$ cat src/rtl/gamepad_poll_sequencer_top_macros.svh
// Assertion macros for the gamepad poll sequencer.
// Expects clk and rst_n in the scope of each use.
`ifndef GAMEPAD_POLL_SEQUENCER_TOP_MACROS_SVH
`define GAMEPAD_POLL_SEQUENCER_TOP_MACROS_SVH

// Same-cycle implication, disabled during reset
`define GPS_ASSERT_IMPL(label, ante, cons) \
    label: assert property (@(posedge clk) disable iff (!rst_n) (ante) |-> (cons)) \
        else $error("gamepad poll sequencer: same-cycle check failed");

// Next-cycle implication, disabled during reset
`define GPS_ASSERT_NEXT(label, ante, cons) \
    label: assert property (@(posedge clk) disable iff (!rst_n) (ante) |=> (cons)) \
        else $error("gamepad poll sequencer: next-cycle check failed");

`endif

$ cat src/rtl/gps_pkg.sv
// Shared types, codes and the command table of the gamepad poll sequencer.
// No dependencies.
package gps_pkg;

    localparam int STEP_COUNT = 6;
    localparam int POS_W      = 5;
    localparam int STEP_W     = 3;
    localparam logic [STEP_W-1:0] LAST_STEP = 3'(STEP_COUNT - 1);
    localparam logic [7:0] ABSENT_BYTE = 8'hff;

    typedef enum logic [1:0] {
        CMD_TICK = 2'd0,
        CMD_BYTE = 2'd1,
        CMD_READ = 2'd2
    } cmd_t;

    typedef enum logic [1:0] {
        KIND_SEND    = 2'd0,
        KIND_DONE    = 2'd1,
        KIND_BUTTON  = 2'd2,
        KIND_IGNORED = 2'd3
    } kind_t;

    // Control from the sequencer to the button store
    typedef struct packed {
        logic clear;
        logic load;
    } store_ctrl_t;

    // Bytes in each step's command frame
    function automatic logic [POS_W-1:0] step_length(input logic [STEP_W-1:0] s);
        logic [POS_W-1:0] n;
        case (s)
            3'd0:    n = 5'd5;
            3'd1:    n = 5'd5;
            3'd2:    n = 5'd9;
            3'd3:    n = 5'd9;
            3'd4:    n = 5'd9;
            3'd5:    n = 5'd21;
            default: n = 5'd5;
        endcase
        return n;
    endfunction

    // Command byte sent at a position of a step's frame
    function automatic logic [7:0] step_byte(input logic [STEP_W-1:0] s,
                                             input logic [POS_W-1:0] pos);
        logic [7:0] b;
        b = 8'h00;
        if (pos == 5'd0) begin
            b = 8'h01;
        end
        else begin
            case (s)
                3'd0:
                begin
                    if (pos == 5'd1) b = 8'h42;
                end
                3'd1:
                begin
                    if (pos == 5'd1) b = 8'h43;
                    if (pos == 5'd3) b = 8'h01;
                end
                3'd2:
                begin
                    if (pos == 5'd1) b = 8'h44;
                    if (pos == 5'd3) b = 8'h01;
                    if (pos == 5'd4) b = 8'h03;
                end
                3'd3:
                begin
                    if (pos == 5'd1) b = 8'h4f;
                    if (pos == 5'd3 || pos == 5'd4) b = 8'hff;
                    if (pos == 5'd5) b = 8'h03;
                end
                3'd4:
                begin
                    if (pos == 5'd1) b = 8'h43;
                    if (pos >= 5'd4 && pos <= 5'd8) b = 8'h5a;
                end
                3'd5:
                begin
                    if (pos == 5'd1) b = 8'h42;
                end
                default: b = 8'h00;
            endcase
        end
        return b;
    endfunction

    // Button byte with no controller attached: sticks centered, no keys
    function automatic logic [7:0] idle_byte(input int k);
        logic [7:0] b;
        if (k < 2) b = 8'hff;
        else if (k < 6) b = 8'h7f;
        else b = 8'h00;
        return b;
    endfunction

endpackage

$ cat src/rtl/gamepad_poll_sequencer_top.sv
// Gamepad poll sequencer: one result word for every input word.
// The result is registered and valid in the cycle after input accept; throughput 1 word per
// cycle while m_tready stays high, set by the single register stage that holds the result
// (ready passes through when the result register is empty or being taken).
// Reset (rst_n, async, active low): step 0, idle, attention high, controller absent,
// button store at the idle pattern. No clearing pass.
module gamepad_poll_sequencer_top #(
    parameter int BUTTON_BYTES    = 18,
    parameter int MAX_FRAME_BYTES = 21
) (
    input  logic        clk,
    input  logic        rst_n,
    input  logic        s_tvalid,
    output logic        s_tready,
    input  logic [7:0]  s_tdata,   // [7:0] data
    input  logic [1:0]  s_tuser,   // [1:0] command
    output logic        m_tvalid,
    input  logic        m_tready,
    output logic [15:0] m_tdata,   // [7:0] value, [8] attention, [11:9] sequence_step,
                                   // [12] present, [15:13] zero
    output logic [1:0]  m_tuser    // [1:0] kind
);

    localparam int FB_AW  = $clog2(MAX_FRAME_BYTES);
    localparam int IDX_W  = $clog2(BUTTON_BYTES);
    localparam logic [gps_pkg::POS_W-1:0] MAX_LEN = gps_pkg::POS_W'(MAX_FRAME_BYTES);

    // Sequencer state
    logic [gps_pkg::STEP_W-1:0] step_reg, step_next;
    logic                       busy_reg, busy_next;
    logic [gps_pkg::POS_W-1:0]  pos_reg, pos_next;
    logic                       present_reg, present_next;

    // Result register
    logic                       out_valid_reg;
    gps_pkg::kind_t             out_kind_reg, kind_next;
    logic [7:0]                 out_value_reg, value_next;
    logic                       out_att_reg;
    logic [gps_pkg::STEP_W-1:0] out_step_reg;
    logic                       out_present_reg;

    logic                       accept;
    gps_pkg::cmd_t              cmd;
    logic [gps_pkg::POS_W-1:0]  pos_inc;
    logic [gps_pkg::POS_W-1:0]  step_len;
    logic [gps_pkg::POS_W-1:0]  frame_len;
    logic                       fb_we;
    logic [7:0]                 fb_view [MAX_FRAME_BYTES];
    gps_pkg::store_ctrl_t       store_ctrl;
    logic                       read_ok;
    logic [7:0]                 rd_data;

    assign s_tready = !out_valid_reg || m_tready;
    assign accept   = s_tvalid && s_tready;
    assign cmd      = gps_pkg::cmd_t'(s_tuser);
    assign pos_inc  = pos_reg + 5'd1;
    assign step_len = gps_pkg::step_length(step_reg);
    assign frame_len = (step_len < MAX_LEN) ? step_len : MAX_LEN;
    assign read_ok  = s_tdata < 8'(BUTTON_BYTES);

    gps_frame_buffer #(
        .MAX_FRAME_BYTES(MAX_FRAME_BYTES)
    ) u_frame (
        .clk     (clk),
        .wr_en   (fb_we),
        .wr_addr (pos_reg[FB_AW-1:0]),
        .wr_data (s_tdata),
        .view    (fb_view)
    );

    gps_button_store #(
        .BUTTON_BYTES   (BUTTON_BYTES),
        .MAX_FRAME_BYTES(MAX_FRAME_BYTES)
    ) u_store (
        .clk     (clk),
        .rst_n   (rst_n),
        .ctrl    (store_ctrl),
        .frame   (fb_view),
        .rd_idx  (s_tdata[IDX_W-1:0]),
        .rd_data (rd_data)
    );

    // Decode the accepted word and advance the frame sequence
    always_comb
    begin
        step_next    = step_reg;
        busy_next    = busy_reg;
        pos_next     = pos_reg;
        present_next = present_reg;
        kind_next    = gps_pkg::KIND_IGNORED;
        value_next   = 8'h00;
        fb_we        = 1'b0;
        store_ctrl   = '0;
        if (accept) begin
            case (cmd)
                gps_pkg::CMD_TICK:
                begin
                    if (!busy_reg) begin
                        busy_next  = 1'b1;
                        pos_next   = '0;
                        kind_next  = gps_pkg::KIND_SEND;
                        value_next = gps_pkg::step_byte(step_reg, '0);
                    end
                end
                gps_pkg::CMD_BYTE:
                begin
                    if (busy_reg) begin
                        fb_we = 1'b1;
                        if (pos_inc < frame_len) begin
                            pos_next   = pos_inc;
                            kind_next  = gps_pkg::KIND_SEND;
                            value_next = gps_pkg::step_byte(step_reg, pos_inc);
                        end
                        else begin
                            // Close the frame; byte 1 all ones means no controller
                            kind_next = gps_pkg::KIND_DONE;
                            busy_next = 1'b0;
                            pos_next  = '0;
                            if (fb_view[1] == gps_pkg::ABSENT_BYTE) begin
                                present_next     = 1'b0;
                                store_ctrl.clear = (step_reg == gps_pkg::LAST_STEP);
                                step_next        = '0;
                            end
                            else begin
                                present_next = 1'b1;
                                if (step_reg == gps_pkg::LAST_STEP) begin
                                    store_ctrl.load = 1'b1;
                                end
                                else begin
                                    step_next = step_reg + 3'd1;
                                end
                            end
                        end
                    end
                end
                gps_pkg::CMD_READ:
                begin
                    if (read_ok) begin
                        kind_next  = gps_pkg::KIND_BUTTON;
                        value_next = rd_data;
                    end
                end
                default:
                begin
                    kind_next = gps_pkg::KIND_IGNORED;
                end
            endcase
        end
    end

    // Hold state and the result word
    always_ff @(posedge clk or negedge rst_n)
    begin
        if (!rst_n) begin
            step_reg        <= '0;
            busy_reg        <= 1'b0;
            pos_reg         <= '0;
            present_reg     <= 1'b0;
            out_valid_reg   <= 1'b0;
            out_kind_reg    <= gps_pkg::KIND_IGNORED;
            out_value_reg   <= 8'h00;
            out_att_reg     <= 1'b1;
            out_step_reg    <= '0;
            out_present_reg <= 1'b0;
        end
        else begin
            step_reg    <= step_next;
            busy_reg    <= busy_next;
            pos_reg     <= pos_next;
            present_reg <= present_next;
            if (accept) begin
                out_valid_reg   <= 1'b1;
                out_kind_reg    <= kind_next;
                out_value_reg   <= value_next;
                out_att_reg     <= !busy_next;
                out_step_reg    <= step_next;
                out_present_reg <= present_next;
            end
            else if (m_tready) begin
                out_valid_reg <= 1'b0;
            end
        end
    end

    assign m_tvalid = out_valid_reg;
    assign m_tuser  = out_kind_reg;
    assign m_tdata  = {3'b000, out_present_reg, out_step_reg, out_att_reg, out_value_reg};

`include "gamepad_poll_sequencer_top_macros.svh"

    `GPS_ASSERT_IMPL(a_step_range, 1'b1, step_reg <= gps_pkg::LAST_STEP)
    `GPS_ASSERT_IMPL(a_pos_in_frame, busy_reg, pos_reg < frame_len)
    `GPS_ASSERT_IMPL(a_done_raises_att, m_tvalid && m_tuser == gps_pkg::KIND_DONE, m_tdata[8])
    `GPS_ASSERT_NEXT(a_idle_byte_ignored, accept && cmd == gps_pkg::CMD_BYTE && !busy_reg,
                     m_tvalid && m_tuser == gps_pkg::KIND_IGNORED)

endmodule

$ cat src/rtl/gps_frame_buffer.sv
// Receive buffer for one frame, with the byte being written passed through.
// Depends on nothing but its parameter.
module gps_frame_buffer #(
    parameter int MAX_FRAME_BYTES = 21
) (
    input  logic       clk,
    input  logic       wr_en,
    input  logic [$clog2(MAX_FRAME_BYTES)-1:0] wr_addr,
    input  logic [7:0] wr_data,
    output logic [7:0] view [MAX_FRAME_BYTES]
);

    localparam int AW = $clog2(MAX_FRAME_BYTES);

    logic [7:0] mem_reg [MAX_FRAME_BYTES];

    // Store the received byte
    always_ff @(posedge clk)
    begin
        if (wr_en) begin
            mem_reg[wr_addr] <= wr_data;
        end
    end

    // Show the frame as it stands after this word
    always_comb
    begin
        for (int i = 0; i < MAX_FRAME_BYTES; i++) begin
            view[i] = (wr_en && wr_addr == AW'(i)) ? wr_data : mem_reg[i];
        end
    end

endmodule

$ cat src/rtl/gps_button_store.sv
// Button store: loaded from a finished poll frame, cleared to idle, read by index.
// Depends on gps_pkg.
module gps_button_store #(
    parameter int BUTTON_BYTES    = 18,
    parameter int MAX_FRAME_BYTES = 21
) (
    input  logic                      clk,
    input  logic                      rst_n,
    input  gps_pkg::store_ctrl_t      ctrl,
    input  logic [7:0]                frame [MAX_FRAME_BYTES],
    input  logic [$clog2(BUTTON_BYTES)-1:0] rd_idx,
    output logic [7:0]                rd_data
);

    logic [7:0] store_reg  [BUTTON_BYTES];
    logic [7:0] store_next [BUTTON_BYTES];

    // Pick the next contents: frame bytes 3 and up on load, idle pattern on clear
    always_comb
    begin
        for (int k = 0; k < BUTTON_BYTES; k++) begin
            store_next[k] = store_reg[k];
            if (ctrl.clear) begin
                store_next[k] = gps_pkg::idle_byte(k);
            end
            else if (ctrl.load) begin
                store_next[k] = (k + 3 < MAX_FRAME_BYTES) ? frame[k + 3] : 8'h00;
            end
        end
    end

    always_ff @(posedge clk or negedge rst_n)
    begin
        if (!rst_n) begin
            for (int k = 0; k < BUTTON_BYTES; k++) begin
                store_reg[k] <= gps_pkg::idle_byte(k);
            end
        end
        else begin
            for (int k = 0; k < BUTTON_BYTES; k++) begin
                store_reg[k] <= store_next[k];
            end
        end
    end

    // Read one byte; an index past the end reads zero
    assign rd_data = (32'(rd_idx) < BUTTON_BYTES) ? store_reg[rd_idx] : 8'h00;

endmodule

$ cat config.mk
export PLATFORM = sky130hd
export DESIGN_NAME = gamepad_poll_sequencer_top
export DESIGN_NICKNAME = d
export VERILOG_FILES = /design/src/rtl/gps_pkg.sv /design/src/rtl/gamepad_poll_sequencer_top.sv /design/src/rtl/gps_frame_buffer.sv /design/src/rtl/gps_button_store.sv
export VERILOG_INCLUDE_DIRS = /design/src /design/src/rtl
export SDC_FILE = /design/constraint.sdc
export NUM_CORES = 1
export LEC_CHECK = 0
export BUFFER_PORTS_ARGS = -buffer_cell sky130_fd_sc_hd__buf_2
export CORE_AREA = 2 2 152 154
export DETAILED_ROUTE_END_ITERATION = 12
export DIE_AREA = 0 0 154 156
export PLACE_DENSITY = 0.8
export SLEW_MARGIN = 20
export SYNTH_ARGS = -nofsm -noshare
export SYNTH_HDL_FRONTEND = slang
export SYNTH_SLANG_ARGS = --single-unit
$ cat constraint.sdc
create_clock -name clk -period 4.5 [get_ports clk]
set_input_delay 0.45 -clock clk [delete_from_list [all_inputs] [get_ports clk]]
set_output_delay 0.45 -clock clk [all_outputs]
set_load 0.05 [all_outputs]
==> impl_metrics.tcl <==
set metrics [dict create \
    die-height_um 156 \
    slew-limit-headroom_pct 29.8 \
    cts_hold_buf 0 \
    largest_register_ffs 152 \
    grt_pass1_wl_mm 53.1 \
    max-clock-path-buffers 3 \
    drc_errors 0 \
    worstMarginPinSlew_ps 1040 \
    clock.fmax_mhz 287 \
    drv_cap 0 \
    p_clk_share_pct 42.1 \
    grt_max_degree 125 \
    finalCritPeriodShare_pct 77.4 \
    worst_slack_ps 1020 \
    cts_tree "built" \
    drtIter0Drc 981 \
    clk_latency_ps 510 \
    grt_use_total_pct 28.5 \
    synthCells 1130 \
    start_kind "register" \
    power_density_mw_per_mm2 422 \
    synth_edf_count 152 \
    grt_pass1_vias 9479 \
    layout-drive-gt1-share_pct 17.7 \
    io_pins 34 \
    required_ps 4890 \
    clk_pin_slew_worst_paths_ps 60 \
    synth-seq-area-share_pct 59.7 \
    synth_seq_cells 322 \
    numPortBuffers 30 \
    postCtsSetupBuffers 0 \
    min_path_type "primary input to async pin" \
    grt_overflow 0 \
    dp_slack_ps 1090 \
    tns_ps 0 \
    syn_area_mm2 0.0149 \
    slew_viol_final 0 \
    vias 9486 \
    cts_buffers 34 \
    ys.flop_type "edfxtp_1" \
    rows 55 \
    rr_worst_depth 10 \
    routed_wl_mm 33.6 \
    viasPerCell 6.61 \
    cts-resized-gates 0 \
    die_width_um 154 \
    first_pass_iters 5 \
    crit_type "register to register" \
    start_util_pct 66.5 \
    p_leak_nw 7.17 \
    switching_share_pct 25.1 \
    synth.avg_cell_area_um2 13.2 \
    ys_warn_count 0 \
    die_area_mm2 0.0240 \
    cp_max_fo 124 \
    p_sw_mw 1.73 \
    antenna_found_initial 0 \
    seqPwrFrac_pct 46.9 \
    synthDistinctLibCells 70 \
    rsz0062_at_grt "no" \
    final.min_clock_period_ps 3480 \
    cts.htree.levels 2 \
    status "finished, final reports clean" \
    ant_nets 0 \
    synth-async-reset-ratio_pct 52.8 \
    finalHoldViolCount 0 \
    cts_sinks 322 \
    cts_root_buf "clkbuf_16" \
    skew_ps 14.0 \
    avgRoutedWirePerCell_um 23.4 \
    coreArea_mm2 0.0224 \
    place_congestion 0.900 \
    endpoint_kind "register" \
    hpwl_mm 19.7 \
    diodes 0 \
    vdd_ir_drop_max_mv 0.395 \
    ff2ff_setup_slack_ps 1020 \
    nNetsFinal 1151 \
    p_int_mw 5.17 \
    r2r_end "u_store.store_reg[15]" \
    postLayoutCoreUtil_pct 73.1 \
    area_growth_pct 9.89 \
    p_comb_share_pct 11.0 \
    worstPathArrival_ps 3870 \
    finalSetupViolCount 0 \
    rr_startpoint "pos_reg[1]" \
]
-- routing by layer --
layer / up-vias / part of all wire [%] / GRT usage [%]
met4: 0 / 3.1 / 10.6
met1: 4784 / 44 / 41.3
li1: 4231 / - / -
met2: 396 / 47 / 44.2
met5: - / 0 / 0
met3: 75 / 6.0 / 4.92
-- layout make-up --
class,count,area (um^2)
Sequential cell,322,8880
Tap cell,285,357
Fill cell,1418,6020
Clock inverter,13,195
Clock buffer,48,965
Timing Repair Buffer,60,422
Inverter,27,101
Multi-Input combinational cell,680,5430
-- power groups by stage --
stage	combinational, mW	clock [mW]	sequential (mW)
detailed placement	0.744	0	3.29
floorplan	0.497	0	3.32
finish	0.756	2.91	3.24
global route	0.814	3.05	3.25
CTS	0.750	2.94	3.24
global placement	0.731	0	3.28
-- layout by cell type (no fill, tap or decap), drive strengths merged, types with 3 or more instances in the layout --
cell type and count:
a2111oi 5, a211o 4, a211oi 4, a21oi 14, a221o 5, a2bb2oi 44
a31oi 9, and2 6, and3 5, buf 60, bufinv 5, clkbuf 48
clkinv 7, conb 3, dfrtp 123, dfstp 47, edfxtp 152, ha 12
inv 27, mux2 14, mux2i 161, mux4 28, nand2 135, nand2b 7
nand3 18, nand4 5, nor2 21, nor2b 7, nor3 5, o211ai 8
o21ai 20, o22ai 4, o31ai 103, or3 3
-- cells by family after synthesis --
group | count (synthesis) | synth area share, %
flops | 322 | 59.7
compound gates | 239 | 12.2
simple gates | 223 | 6.87
mux | 203 | 16.1
buf+inv | 130 | 4.02
fa+ha+maj | 12 | 1.01
other cells | 1 | 0.0252
-- per-stage QoR --
| stage | total power, mW | cell area, um^2 | instances | hold slack (ps) |
|---|---|---|---|---|
| after detailed placement | 4.03 | 15200 | 1374 | 463 |
| after floorplan | 3.82 | 14900 | 1132 | 154 |
| after CTS | 6.92 | 16300 | 1435 | 114 |
| after global placement | 4.01 | 15200 | 1374 | 454 |
| final | 6.90 | 16300 | 1435 | 66.9 |
| after global routing | 7.11 | 16300 | 1435 | 183 |
-- cells in the mapped netlist (all sizes together) (3+ instances only) --
| master | number | area [um^2] |
|---|---|---|
| a221o | 5 | 50.1 |
| dfstp | 47 | 1230 |
| ha | 12 | 150 |
| mux2 | 14 | 158 |
| mux2i | 161 | 1610 |
| o211ai | 8 | 73.8 |
| a2111oi | 5 | 50.0 |
| nand4 | 5 | 31.3 |
| or3 | 3 | 18.8 |
| nor2 | 21 | 86.3 |
| dfrtp | 123 | 3080 |
| a211o | 4 | 35.0 |
| nand2b | 7 | 43.8 |
| a211oi | 4 | 35.0 |
| o22ai | 4 | 25.0 |
| mux4 | 28 | 631 |
| nor2b | 7 | 43.8 |
| inv | 26 | 97.6 |
| o31ai | 103 | 773 |
| a2bb2oi | 44 | 385 |
| nand2 | 135 | 512 |
| edfxtp | 152 | 4560 |
| buf | 64 | 349 |
| a31oi | 9 | 56.3 |
| nor3 | 5 | 36.3 |
| a21oi | 14 | 73.8 |
| and2 | 6 | 37.5 |
| and3 | 5 | 31.3 |
| clkbuf | 39 | 148 |
| nand3 | 18 | 90.1 |
| o21ai | 20 | 100 |
-- worst max-delay path, cell delays in order (launching register included) --
cell and delay, ps:
dfrtp_1 590, ha_1 500, and3_1 220, ha_1 250, inv_1 100, ha_1 320
inv_1 80, o211ai_1 220, o2111ai_4 340, buf_12 340, o31ai_1 350
-- worst max path at each step --
stage                          start                     end  slack [ps]  cells past startpoint
after floorplan           pos_reg[1]    u_store.store_reg[0]        1750                     12
after global placement    pos_reg[1]  u_store.store_reg[123]        1230                     11
after detailed placement  pos_reg[1]    u_store.store_reg[4]        1090                     10
after CTS                 pos_reg[1]   u_store.store_reg[15]        1050                     10
after global routing      pos_reg[1]   u_store.store_reg[62]         780                     10
final                     pos_reg[1]   u_store.store_reg[15]        1020                     10
No activity file was read; power rests on OpenSTA's default activity.
